<file path="src/bfp_pkg.sv">
// Shared constants and types for the MSB-first bit field packer.
package bfp_pkg;

  localparam int MAX_FIELD_BITS = 32;
  localparam int FIELD_LIMIT = 32;
  localparam int BYTE_BITS = 8;
  localparam int ACC_BITS = MAX_FIELD_BITS + BYTE_BITS;
  // Widest value a pack step can build: seven pending bits plus one full field.
  localparam int PACK_BITS = FIELD_LIMIT + BYTE_BITS - 1;
  localparam int ACC_W = (ACC_BITS > PACK_BITS) ? ACC_BITS : PACK_BITS;
  localparam int CNT_W = $clog2(ACC_W + 1);
  localparam int MAX_RES = PACK_BITS / BYTE_BITS;
  localparam int RCNT_W = $clog2(MAX_RES + 1);
  localparam int RIDX_W = $clog2(MAX_RES);

  localparam logic [1:0] FUNC_FIELD = 2'd0;
  localparam logic [1:0] FUNC_LOAD  = 2'd1;
  localparam logic [1:0] FUNC_FLUSH = 2'd2;

  localparam logic [1:0] KIND_BYTE  = 2'd0;
  localparam logic [1:0] KIND_FIELD = 2'd1;
  localparam logic [1:0] KIND_ERROR = 2'd2;

  localparam logic [2:0] ERR_NONE  = 3'd0;
  localparam logic [2:0] ERR_WIDTH = 3'd1;
  localparam logic [2:0] ERR_SHORT = 3'd2;
  localparam logic [2:0] ERR_FULL  = 3'd3;
  localparam logic [2:0] ERR_MODE  = 3'd4;

  localparam logic DIR_PACK   = 1'b0;
  localparam logic DIR_UNPACK = 1'b1;

  typedef struct packed {
    logic [1:0]             func;
    logic [FIELD_LIMIT-1:0] field_value;
    logic [5:0]             field_bits;
    logic [BYTE_BITS-1:0]   load_byte;
  } item_t;

  typedef struct packed {
    logic [1:0]             kind;
    logic [BYTE_BITS-1:0]   byte_out;
    logic [FIELD_LIMIT-1:0] read_value;
    logic [2:0]             error_code;
  } res_t;

  typedef struct packed {
    logic [RCNT_W-1:0]      cnt;
    res_t [MAX_RES-1:0]     res;
  } bundle_t;

  typedef struct packed {
    logic             dir;
    logic [CNT_W-1:0] pend;
  } core_stat_t;

endpackage

</file>
<file path="src/bfp_core.sv">
// Bit accumulator, direction register and the per-transaction pack/unpack logic.
module bfp_core (
  input  logic                clk,
  input  logic                rst_n,
  input  logic                cfg_we,
  input  logic                cfg_wdata,
  input  logic                step,
  input  bfp_pkg::item_t      item,
  output bfp_pkg::bundle_t    bundle,
  output bfp_pkg::core_stat_t stat
);
  import bfp_pkg::*;

  localparam logic [5:0] FB_LIMIT = 6'(FIELD_LIMIT);

  logic                   dir_r;
  logic [ACC_W-1:0]       acc_r, acc_nxt;
  logic [CNT_W-1:0]       cnt_r, cnt_nxt;

  logic                   bad_width;
  logic [FIELD_LIMIT-1:0] vmask;
  logic [ACC_W-1:0]       pack_acc;
  logic [CNT_W-1:0]       pack_tot;
  logic [ACC_W-1:0]       aligned;
  logic [ACC_W-1:0]       rd_full;
  logic [FIELD_LIMIT-1:0] rd_val;
  logic [BYTE_BITS-1:0]   flush_byte;

  assign bad_width = (item.field_bits == 6'd0) || (item.field_bits > FB_LIMIT);
  assign vmask     = ~({FIELD_LIMIT{1'b1}} << item.field_bits);
  assign pack_acc  = (acc_r << item.field_bits) | ACC_W'(item.field_value & vmask);
  assign pack_tot  = cnt_r + CNT_W'(item.field_bits);
  // Put the oldest pending bit at the top so completed bytes sit at fixed slices.
  assign aligned   = pack_acc << (CNT_W'(ACC_W) - pack_tot);
  assign rd_full   = acc_r >> (cnt_r - CNT_W'(item.field_bits));
  assign rd_val    = rd_full[FIELD_LIMIT-1:0] & vmask;
  assign flush_byte = acc_r[BYTE_BITS-1:0] << (CNT_W'(BYTE_BITS) - cnt_r);

  always_comb begin
    acc_nxt = acc_r;
    cnt_nxt = cnt_r;
    bundle  = '0;
    case (item.func)
      FUNC_FIELD: begin
        if (bad_width) begin
          bundle.cnt               = RCNT_W'(1);
          bundle.res[0].kind       = KIND_ERROR;
          bundle.res[0].error_code = ERR_WIDTH;
        end else if (dir_r == DIR_PACK) begin
          for (int j = 0; j < MAX_RES; j++) begin
            bundle.res[j].kind     = KIND_BYTE;
            bundle.res[j].byte_out = aligned[ACC_W-1-BYTE_BITS*j -: BYTE_BITS];
          end
          bundle.cnt = RCNT_W'(pack_tot / BYTE_BITS);
          acc_nxt    = pack_acc;
          cnt_nxt    = CNT_W'(pack_tot % BYTE_BITS);
        end else if (CNT_W'(item.field_bits) > cnt_r) begin
          bundle.cnt               = RCNT_W'(1);
          bundle.res[0].kind       = KIND_ERROR;
          bundle.res[0].error_code = ERR_SHORT;
        end else begin
          bundle.cnt               = RCNT_W'(1);
          bundle.res[0].kind       = KIND_FIELD;
          bundle.res[0].read_value = rd_val;
          cnt_nxt                  = cnt_r - CNT_W'(item.field_bits);
        end
      end
      FUNC_LOAD: begin
        if (dir_r != DIR_UNPACK) begin
          bundle.cnt               = RCNT_W'(1);
          bundle.res[0].kind       = KIND_ERROR;
          bundle.res[0].error_code = ERR_MODE;
        end else if (cnt_r > CNT_W'(ACC_BITS - BYTE_BITS)) begin
          bundle.cnt               = RCNT_W'(1);
          bundle.res[0].kind       = KIND_ERROR;
          bundle.res[0].error_code = ERR_FULL;
        end else begin
          acc_nxt = {acc_r[ACC_W-BYTE_BITS-1:0], item.load_byte};
          cnt_nxt = cnt_r + CNT_W'(BYTE_BITS);
        end
      end
      FUNC_FLUSH: begin
        if (dir_r != DIR_PACK) begin
          bundle.cnt               = RCNT_W'(1);
          bundle.res[0].kind       = KIND_ERROR;
          bundle.res[0].error_code = ERR_MODE;
        end else begin
          // An empty flush produces nothing but still clears the state.
          if (cnt_r != '0) begin
            bundle.cnt             = RCNT_W'(1);
            bundle.res[0].kind     = KIND_BYTE;
            bundle.res[0].byte_out = flush_byte;
          end
          acc_nxt = '0;
          cnt_nxt = '0;
        end
      end
      default: begin
        bundle.cnt               = RCNT_W'(1);
        bundle.res[0].kind       = KIND_ERROR;
        bundle.res[0].error_code = ERR_MODE;
      end
    endcase
  end

  always_ff @(posedge clk) begin
    if (!rst_n) begin
      dir_r <= DIR_PACK;
      acc_r <= '0;
      cnt_r <= '0;
    end else if (cfg_we) begin
      dir_r <= cfg_wdata;
      acc_r <= '0;
      cnt_r <= '0;
    end else if (step) begin
      acc_r <= acc_nxt;
      cnt_r <= cnt_nxt;
    end
  end

  assign stat.dir  = dir_r;
  assign stat.pend = cnt_r;

endmodule

</file>
<file path="src/bfp_obuf.sv">
// Result register that holds one transaction's results and hands them out one per cycle while out_ready is high.
module bfp_obuf (
  input  logic                   clk,
  input  logic                   rst_n,
  input  logic                   load,
  input  bfp_pkg::bundle_t       bundle,
  output logic                   free,
  output logic                   out_valid,
  input  logic                   out_ready,
  output logic [1:0]             out_kind,
  output logic [7:0]             out_byte_out,
  output logic [31:0]            out_read_value,
  output logic [2:0]             out_error_code,
  output logic                   out_last
);
  import bfp_pkg::*;

  logic              valid_r;
  logic [RIDX_W-1:0] idx_r;
  bundle_t           bnd_r;
  res_t              cur;
  logic              at_last;

  assign cur     = bnd_r.res[idx_r];
  assign at_last = (RCNT_W'(idx_r) + RCNT_W'(1)) == bnd_r.cnt;
  assign free    = !valid_r || (out_ready && at_last);

  always_ff @(posedge clk) begin
    if (!rst_n) begin
      valid_r <= 1'b0;
      idx_r   <= '0;
    end else if (load) begin
      valid_r <= 1'b1;
      idx_r   <= '0;
    end else if (valid_r && out_ready) begin
      if (at_last) begin
        valid_r <= 1'b0;
      end else begin
        idx_r <= idx_r + RIDX_W'(1);
      end
    end
  end

  always_ff @(posedge clk) begin
    if (load) begin
      bnd_r <= bundle;
    end
  end

  assign out_valid      = valid_r;
  assign out_kind       = cur.kind;
  assign out_byte_out   = cur.byte_out;
  assign out_read_value = cur.read_value;
  assign out_error_code = cur.error_code;
  assign out_last       = at_last;

endmodule

</file>
<file path="src/msb_first_bit_field_packer.sv">
// Top level of the MSB-first bit field packer: input register, core and result register.
//
// Usage: cfg_we/cfg_wdata set the direction (0 pack, 1 unpack) while the block is
// idle; every write clears the bit accumulator. Input transactions carry a function
// code with a field value and width or a stream byte; result transactions carry a
// packed byte, an unpacked field or an error code, with out_last on the final result
// of each input transaction.
// A transaction is first held in the input register, is processed by the core as it
// leaves it, and its first result is then offered from the result register.
// Throughput: one input transaction per cycle while each one produces at most one
// result and the receiver is ready. A field that completes several bytes (up to four)
// holds the result register until each byte is taken, which then bounds the rate.
// Transactions that produce no result (loads, short packs) never wait on the output.
// Reset (synchronous, rst_n low) selects pack mode and empties the accumulator and
// both registers. When the receiver stalls, the current result is held, and once the
// input register holds a transaction with results, in_ready falls until the result register drains.
module msb_first_bit_field_packer (
  input  logic        clk,
  input  logic        rst_n,
  input  logic        cfg_we,
  input  logic        cfg_wdata,
  input  logic        in_valid,
  output logic        in_ready,
  input  logic [1:0]  in_func,
  input  logic [31:0] in_field_value,
  input  logic [5:0]  in_field_bits,
  input  logic [7:0]  in_load_byte,
  output logic        out_valid,
  input  logic        out_ready,
  output logic [1:0]  out_kind,
  output logic [7:0]  out_byte_out,
  output logic [31:0] out_read_value,
  output logic [2:0]  out_error_code,
  output logic        out_last
);
  import bfp_pkg::*;

  logic       inq_valid_r;
  item_t      inq_r;
  bundle_t    bundle;
  core_stat_t stat;
  logic       buf_free;
  logic       advance;
  logic       has_res;

  assign has_res  = bundle.cnt != '0;
  assign advance  = inq_valid_r && (!has_res || buf_free);
  assign in_ready = !inq_valid_r || advance;

  always_ff @(posedge clk) begin
    if (!rst_n) begin
      inq_valid_r <= 1'b0;
    end else if (in_ready) begin
      inq_valid_r <= in_valid;
    end
  end

  always_ff @(posedge clk) begin
    if (in_valid && in_ready) begin
      inq_r.func        <= in_func;
      inq_r.field_value <= in_field_value;
      inq_r.field_bits  <= in_field_bits;
      inq_r.load_byte   <= in_load_byte;
    end
  end

  bfp_core u_core (
    .clk       (clk),
    .rst_n     (rst_n),
    .cfg_we    (cfg_we),
    .cfg_wdata (cfg_wdata),
    .step      (advance),
    .item      (inq_r),
    .bundle    (bundle),
    .stat      (stat)
  );

  bfp_obuf u_obuf (
    .clk            (clk),
    .rst_n          (rst_n),
    .load           (advance && has_res),
    .bundle         (bundle),
    .free           (buf_free),
    .out_valid      (out_valid),
    .out_ready      (out_ready),
    .out_kind       (out_kind),
    .out_byte_out   (out_byte_out),
    .out_read_value (out_read_value),
    .out_error_code (out_error_code),
    .out_last       (out_last)
  );

`ifndef NO_ASSERTIONS
  // In pack mode whole bytes always leave at once, so fewer than eight bits remain.
  a_pack_partial: assert property (@(posedge clk) disable iff (!rst_n)
    (stat.dir == DIR_PACK) |-> (stat.pend < CNT_W'(BYTE_BITS)))
    else $error("pack mode holds a full byte or more");

  a_acc_bound: assert property (@(posedge clk) disable iff (!rst_n)
    stat.pend <= CNT_W'(ACC_BITS))
    else $error("accumulator count exceeds capacity");

  // A transaction with results must never overwrite results still being delivered.
  a_no_overwrite: assert property (@(posedge clk) disable iff (!rst_n)
    (advance && has_res) |-> buf_free)
    else $error("result register loaded while busy");

  a_stall_blocks: assert property (@(posedge clk) disable iff (!rst_n)
    (out_valid && !out_ready && inq_valid_r && has_res) |-> !in_ready)
    else $error("input taken while its results cannot be stored");
`endif

endmodule
</file>
<file path="config.mk">
export PLATFORM = sky130hd
export DESIGN_NAME = msb_first_bit_field_packer
export DESIGN_NICKNAME = d
export VERILOG_FILES = /design/src/bfp_pkg.sv /design/src/bfp_core.sv /design/src/bfp_obuf.sv /design/src/msb_first_bit_field_packer.sv
export SDC_FILE = /design/constraint.sdc
export NUM_CORES = 1
export LEC_CHECK = 0
export ABC_AREA = 1
export BUFFER_PORTS_ARGS = -buffer_cell sky130_fd_sc_hd__buf_2
export CAP_MARGIN = 20
export CELL_PAD_IN_SITES_DETAIL_PLACEMENT = 0
export CELL_PAD_IN_SITES_GLOBAL_PLACEMENT = 1
export CORE_UTILIZATION = 44
export DETAILED_ROUTE_END_ITERATION = 12
export PLACE_DENSITY = 0.81
export SETUP_SLACK_MARGIN = 0.1
export SLEW_MARGIN = 20
export SYNTH_ARGS = -nofsm -noshare
export SYNTH_HDL_FRONTEND = slang
export SYNTH_SLANG_ARGS = --single-unit
export TNS_END_PERCENT = 30
</file>
<file path="constraint.sdc">
create_clock -name clk -period 5.05 [get_ports clk]
set_clock_uncertainty 0.15 [all_clocks]
set_input_delay 0.2525 -clock clk [delete_from_list [all_inputs] [get_ports clk]]
set_output_delay 0.2525 -clock clk [all_outputs]
set_load 0.02 [all_outputs]
</file>
==> results.py, run 1 <==
metrics = {
    "status": {
        "status": "finished, final reports clean",
    },
    "sta": {
        "finalSetupTns_ps": 0,
        "fin_ws_ps": 853,
        "tightest_slew_ps": 994,
        "post-route-min-period_ps": 4200,
        "fin_crit_sh_pct": 83.1,
        "rsz0062_at_grt": "no",
        "slew_violations": 0,
        "hold_viol": 0,
        "setup_viol": 0,
        "fmax_mhz": 238,
        "relSlewSlack_pct": 33.8,
    },
    "setup_path": {
        "crit_type": "flip-flop to flip-flop",
        "cp-end-kind": "flip-flop",
        "critPathSlowestCell": "clkinv_1",
        "start_kind": "flip-flop",
        "r2r_end": "u_obuf.bnd_r[26]",
        "path_max_fanout": 36,
        "cp_slowest_stage_delay_ps": 750,
        "ff2ff_path_depth": 11,
        "worstPathArrival_ps": 4240,
        "rr_startpoint": "u_core.cnt_r[0]",
        "worst-r2r-setup-slack_ps": 850,
        "required_ps": 5090,
        "crit_chain": "clkinv_1, ha_4, inv_1, fa_1, xor2_2, clkinv_1, o21ai_0, nand2_1, nand2_1, nor2_1, a2111oi_0",
    },
    "logic_synthesis": {
        "syn-cell-area_um2": 15000,
        "synthTopCellsByArea": "edfxtp_1 (24%), nand2_1 (19%), nand3_1 (16%), o21ai_0 (7.4%), dfxtp_1 (6.8%)",
        "synth_top_area_share_pct": 24.1,
        "yosysUniqueCellTypes": 54,
        "synth_warnings": 0,
        "syn_nets": 2470,
        "ys_seq_area_share_pct": 30.9,
        "syn_inst": 2392,
        "yosys.area.top_type": "edfxtp_1",
        "ys_ff_latch": 171,
        "post_synth.cell_area_avg_um2": 6.25,
    },
    "route": {
        "routed_wirelength_um": 66300,
        "ant_nets": 0,
        "drcViolationCount": 0,
        "dr.pass1.iters": 8,
        "num_vias": 17592,
        "drt-initial-drc-count": 2591,
        "vias_per_cell": 6.02,
        "wl_per_cell_um": 22.7,
    },
    "final_layout": {
        "layout_commonest_cell": "nand2_1",
        "design_area_um2": 16900,
        "fin_nets": 2541,
        "areaGrowthSynthToFinish_pct": 13.0,
        "final_cell_mix": "nand2_1 (750), nand3_1 (481), o21ai_0 (221), nor2_1 (156), inv_1 (148)",
        "diodes": 0,
        "drive_above_1_share_pct": 9.17,
    },
    "floorplan": {
        "ios": 102,
        "fp.dieW_um": 186,
        "core_um2": 33400,
        "die_y_um": 186,
        "rows": 67,
        "die_area_um2": 34700,
        "start_util_pct": 44.7,
    },
    "clocking": {
        "clkTransAtPathRegs_ps": 80,
        "cts_root_buf": "clkbuf_16",
        "clkLatencyLatePin_ps": 470,
        "htreeDepth": 4,
        "cts_tree": "yes",
        "cts_buffer_depth": 2,
        "post_cts_resized": 0,
        "clock-sinks": 171,
        "cts_buffers": 17,
    },
    "placed_design": {
        "post-dp-hpwl_um": 50600,
        "pre_cts_ws_ps": 888,
        "finalWeightedCongestion": 1.00,
        "port_buffers": 101,
        "place_area_um2": 15800,
    },
    "hold_path": {
        "hp-start": "out_ready",
        "hold_class": "primary input to flip-flop",
        "holdPathStages": 4,
        "holdPathEnd": "u_obuf.idx_r[0]",
    },
    "pwr": {
        "ir_worst_vdd_mv": 0.279,
        "p_leak_uw": 0.00722,
        "cellPowerDensity_nw_per_um2": 276,
    },
    "grt": {
        "grt_pass1_wl_um": 99100,
        "gr-total-overflow": 0,
        "grtUsageTotal_pct": 37.9,
        "grt_pass1_vias": 16063,
        "antenna_found_initial": 1,
        "grt_max_degree": 73,
    },
    "job": {
        "drv_cap": 0,
    },
}
critical path, delay by kind of cell, from the launching register on:
kind,cells,cell delay (ps)
AO/OA/AOI/OAI,2,1070
adder cells (fa/ha/maj),2,530
AND/OR/NAND/NOR,3,290
buffers and inverters,3,1190
flip-flops,1,520
XOR/XNOR,1,170
how the worst max path moves through the flow:
stage / from / endpoint / cells after the start
final: u_core.cnt_r[0] / u_obuf.bnd_r[26] / 11
after floorplan: inq_r[10] / u_obuf.bnd_r[0] / 17
after detailed placement: u_core.cnt_r[0] / u_obuf.bnd_r[26] / 12
after global placement: u_core.cnt_r[0] / u_obuf.bnd_r[26] / 12
after global routing: u_core.cnt_r[0] / u_obuf.bnd_r[26] / 11
after CTS: u_core.cnt_r[0] / u_obuf.bnd_r[26] / 12
area by class of cell:
type / count / area, um^2
Clock buffer: 17 / 425
Clock inverter: 15 / 173
Fill cell: 3501 / 16600
Inverter: 170 / 638
Multi-Input combinational cell: 1900 / 9070
Sequential cell: 171 / 4620
Tap cell: 448 / 561
Timing Repair Buffer: 203 / 1400
per-stage QoR:
stage / std cells / utilization, % / hold slack [ps] / power [uW]
finish: 2924 / 50.5 / 58.9 / 4660
global route: 2924 / 50.5 / 90.1 / 4850
CTS: 2924 / 50.5 / 48.7 / 4620
detailed placement: 2839 / 47.1 / 281 / 3210
global placement: 2839 / 47.1 / 279 / 3210
floorplan: 2392 / - / 201 / 2690
kinds of logic (layout without fill, tap and decap cells):
logic type | count (synthesis) | in the layout | share of synthesized area, %
AND/OR/NAND/NOR | 1452 | 1452 | 41.8
buffers and inverters | 321 | 405 | 8.61
AO/OA/AOI/OAI | 386 | 386 | 14.0
flip-flops | 171 | 171 | 30.9
adder cells (fa/ha/maj) | 24 | 24 | 2.11
multiplexers | 21 | 21 | 1.41
XOR/XNOR | 17 | 17 | 1.17
power breakdown:
part / internal, uW / switching [uW] / leakage, uW
Combinational: 462 / 1190 / 0.00546
Clock: 707 / 685 / 0.000287
Sequential: 1570 / 41.8 / 0.00148
Total: 2740 / 1920 / 0.00722
flip-flops by register name, indices dropped and copies added, names as in the netlist:
signal and cells:
inq_r 48, u_core.dir_r 1, u_obuf.out_valid 1, u_core.cnt_r 6, u_obuf.bnd_r 72, inq_valid_r 1, u_obuf.idx_r 2, u_core.acc_r 40
synth_stat cells, drive strengths merged:
master,n
or2,8
a21oi,99
nand3,483
o22ai,14
xnor2,5
o2111ai,2
edfxtp,120
xor2,12
o21bai,2
buf,76
clkbuf,75
nor2,163
nor3,12
a2111oi,3
o31ai,3
o41ai,1
a21o,2
o21ai,228
o221ai,1
clkinv,9
inv,161
nand4,23
fa,2
o2111a,1
nor4,2
o211ai,10
nor3b,3
dfxtp,51
a211oi,9
ha,22
a31oi,6
o311ai,2
and2,2
nand2,756
a22oi,2
a22o,1
mux2i,21
layer usage:
layer	part of all wire, %	GRT usage (%)	vias to the layer above
li1	-	-	8207
met1	43	53.6	8184
met2	42	54.8	1054
met3	11	7.43	147
met4	4.9	18.9	0
met5	0	0	-
repair_timing:
| action | in CTS | in global routing |
|---|---|---|
| hold endpoints to repair | 53 | 0 |
| hold buffers | 53 | 0 |
| setup buffers | 0 | 0 |
No activity file was read; power rests on OpenSTA's default activity.
==> run 2: changes to the inputs <==
==> constraint.sdc (replaced) <==
create_clock -name clk -period 4.4 [get_ports clk]
set_clock_uncertainty 0.15 [all_clocks]
set_input_delay 0.22 -clock clk [delete_from_list [all_inputs] [get_ports clk]]
set_output_delay 0.22 -clock clk [all_outputs]
set_load 0.02 [all_outputs]
==> run 2 against run 1 <==
First-iteration DRC count is 1.3% lower. Setup slack worse by 410 ps. Sequential cell count stayed put. Fmax is 6.2% higher. Register-to-register slack worse by 410 ps. Via count is 0.97% higher. Count of clock-buffer cells in the layout stayed put. Die area stayed put. Sequential share of layout area is 0.35 points lower. Critical path depth is 2 higher. Wire length is 3.5% higher.
==> results.py, run 2 (synthesis results as in run 1) <==
metrics = {
    "placed_design": {
        "place_area_um2": 16000,
        "finalWeightedCongestion": 1.08,
        "port_buffers": 101,
        "post-dp-hpwl_um": 52600,
    },
    "final_layout": {
        "largestRegisters": "u_obuf.bnd_r x72, inq_r x48, u_core.acc_r x40",
        "largest_reg_flops": 72,
        "regMostFlops": "u_obuf.bnd_r",
        "design_area_um2": 17100,
        "fin_nets": 2563,
        "num-fill-cells": 3496,
        "final_cell_mix": "nand2_1 (750), nand3_1 (481), o21ai_0 (220), nor2_1 (156), inv_1 (148)",
        "areaGrowthSynthToFinish_pct": 14.5,
        "drive_above_1_share_pct": 10.0,
        "layout_commonest_cell": "nand2_1",
        "postLayoutCoreUtil_pct": 51.2,
    },
    "pwr": {
        "ir_worst_vdd_mv": 0.305,
        "p_leak_uw": 0.00734,
        "cellPowerDensity_nw_per_um2": 315,
    },
    "floorplan": {
        "start_util_pct": 44.7,
        "ios": 102,
        "core_um2": 33400,
        "die_area_um2": 34700,
        "fp.dieW_um": 186,
        "rows": 67,
        "die_y_um": 186,
    },
    "sta": {
        "post-route-min-period_ps": 3950,
        "rsz0062_at_grt": "no",
        "setup_viol": 0,
        "hold_viol": 0,
        "fin_crit_sh_pct": 89.9,
        "slew_violations": 0,
        "finalSetupTns_ps": 0,
        "relSlewSlack_pct": 30.2,
        "fmax_mhz": 253,
        "tightest_slew_ps": 1050,
    },
    "route": {
        "vias_per_cell": 6.03,
        "dr.pass1.iters": 6,
        "wl_met2_um": 28700,
        "drcViolationCount": 0,
        "routed.top_layer": "met5",
        "ant_nets": 0,
        "drt-initial-drc-count": 2558,
        "routed_wirelength_um": 68700,
        "wl_met3_um": 7720,
        "num_vias": 17763,
        "drt-met1-wl_um": 28900,
        "wl_per_cell_um": 23.3,
    },
    "setup_path": {
        "cp-end-kind": "flip-flop",
        "path_max_fanout": 13,
        "cp_slowest_stage_delay_ps": 580,
        "crit_type": "flip-flop to flip-flop",
        "worst-r2r-setup-slack_ps": 450,
        "crit_chain": "clkinvlp_4, ha_4, inv_1, fa_1, a21oi_1, o21ai_1, a21o_1, a21oi_1, nor3_2, inv_2, nor2_1, inv_1, a2111oi_0",
        "start_kind": "flip-flop",
        "worstPathArrival_ps": 3990,
        "required_ps": 4440,
        "critPathSlowestCell": "dfxtp_1",
    },
    "job": {
        "drv_cap": 0,
    },
    "clocking": {
        "htreeDepth": 4,
        "cts_buffers": 17,
        "cts_root_buf": "clkbuf_16",
        "clkLatencyLatePin_ps": 470,
        "cts_tree": "yes",
        "clkTransAtPathRegs_ps": 80,
        "cts_buffer_depth": 2,
        "clock-sinks": 171,
    },
    "status": {
        "status": "finished, final reports clean",
    },
    "grt": {
        "grt_pass1_wl_um": 102000,
        "grtUsageTotal_pct": 39.3,
        "gr-total-overflow": 0,
        "grt_pass1_vias": 16226,
        "grt_max_degree": 73,
        "antenna_found_initial": 3,
    },
    "hold_path": {
        "hold_class": "primary input to flip-flop",
    },
}
[run 2: routing by layer]
| layer | track usage (%) | vias to the layer above |
|---|---|---|
| met5 | 0 | - |
| met4 | 18.3 | 2 |
| met3 | 7.67 | 183 |
| met2 | 57.5 | 1110 |
| met1 | 55.4 | 8222 |
| li1 | - | 8246 |
[run 2: per-stage QoR]
stage	total power [uW]	cells	hold WS [ps]	setup slack [ps]
final	5400	2947	37.3	447
after global routing	5610	2946	51.0	176
after CTS	5330	2945	15.2	241
after detailed placement	3760	2860	248	299
after global placement	3770	2860	246	304
after floorplan	3080	2392	169	234
[run 2: final timing paths]
check | cells past startpoint | startpoint | to
min reg2reg | 2 | u_core.acc_r[35] | u_core.acc_r[35]
max | 13 | u_core.cnt_r[0] | u_obuf.bnd_r[26]
max reg2reg | 13 | u_core.cnt_r[0] | u_obuf.bnd_r[26]
min | 4 | out_ready | u_obuf.idx_r[0]
[run 2: final cells by class]
type,count,area (um^2),area share [%]
multi-input combinational,1900,9070,53.0
sequential,171,4620,27.0
timing repair buffer,225,1640,9.58
inverter,170,646,3.77
tap,448,561,3.27
clock buffer,17,425,2.49
clock inverter,15,149,0.870
antenna,1,2.50,0.0146
[run 2: power breakdown]
group	internal [uW]	leakage (uW)	total (uW)	switching, uW
clock network	754	0.000276	1540	790
registers	1810	0.00148	1850	43.1
logic	563	0.00559	2010	1440
total	3120	0.00734	5400	2270
[run 2: worst max-delay path: cells and delay by family (launching register included)]
family          cells  cell delay, ps
fa+ha+maj           2             480
compound gates      5            1030
simple gates        2             590
buf+inv             4             830
flops               1             580
[run 2: timing repair]
action | in CTS | in global routing
endpoints found under the hold margin | 53 | 0
gates resized for setup | 0 | 2
setup endpoints to repair | 0 | 2
buffers inserted | 0 | 1
hold buffers | 53 | 0
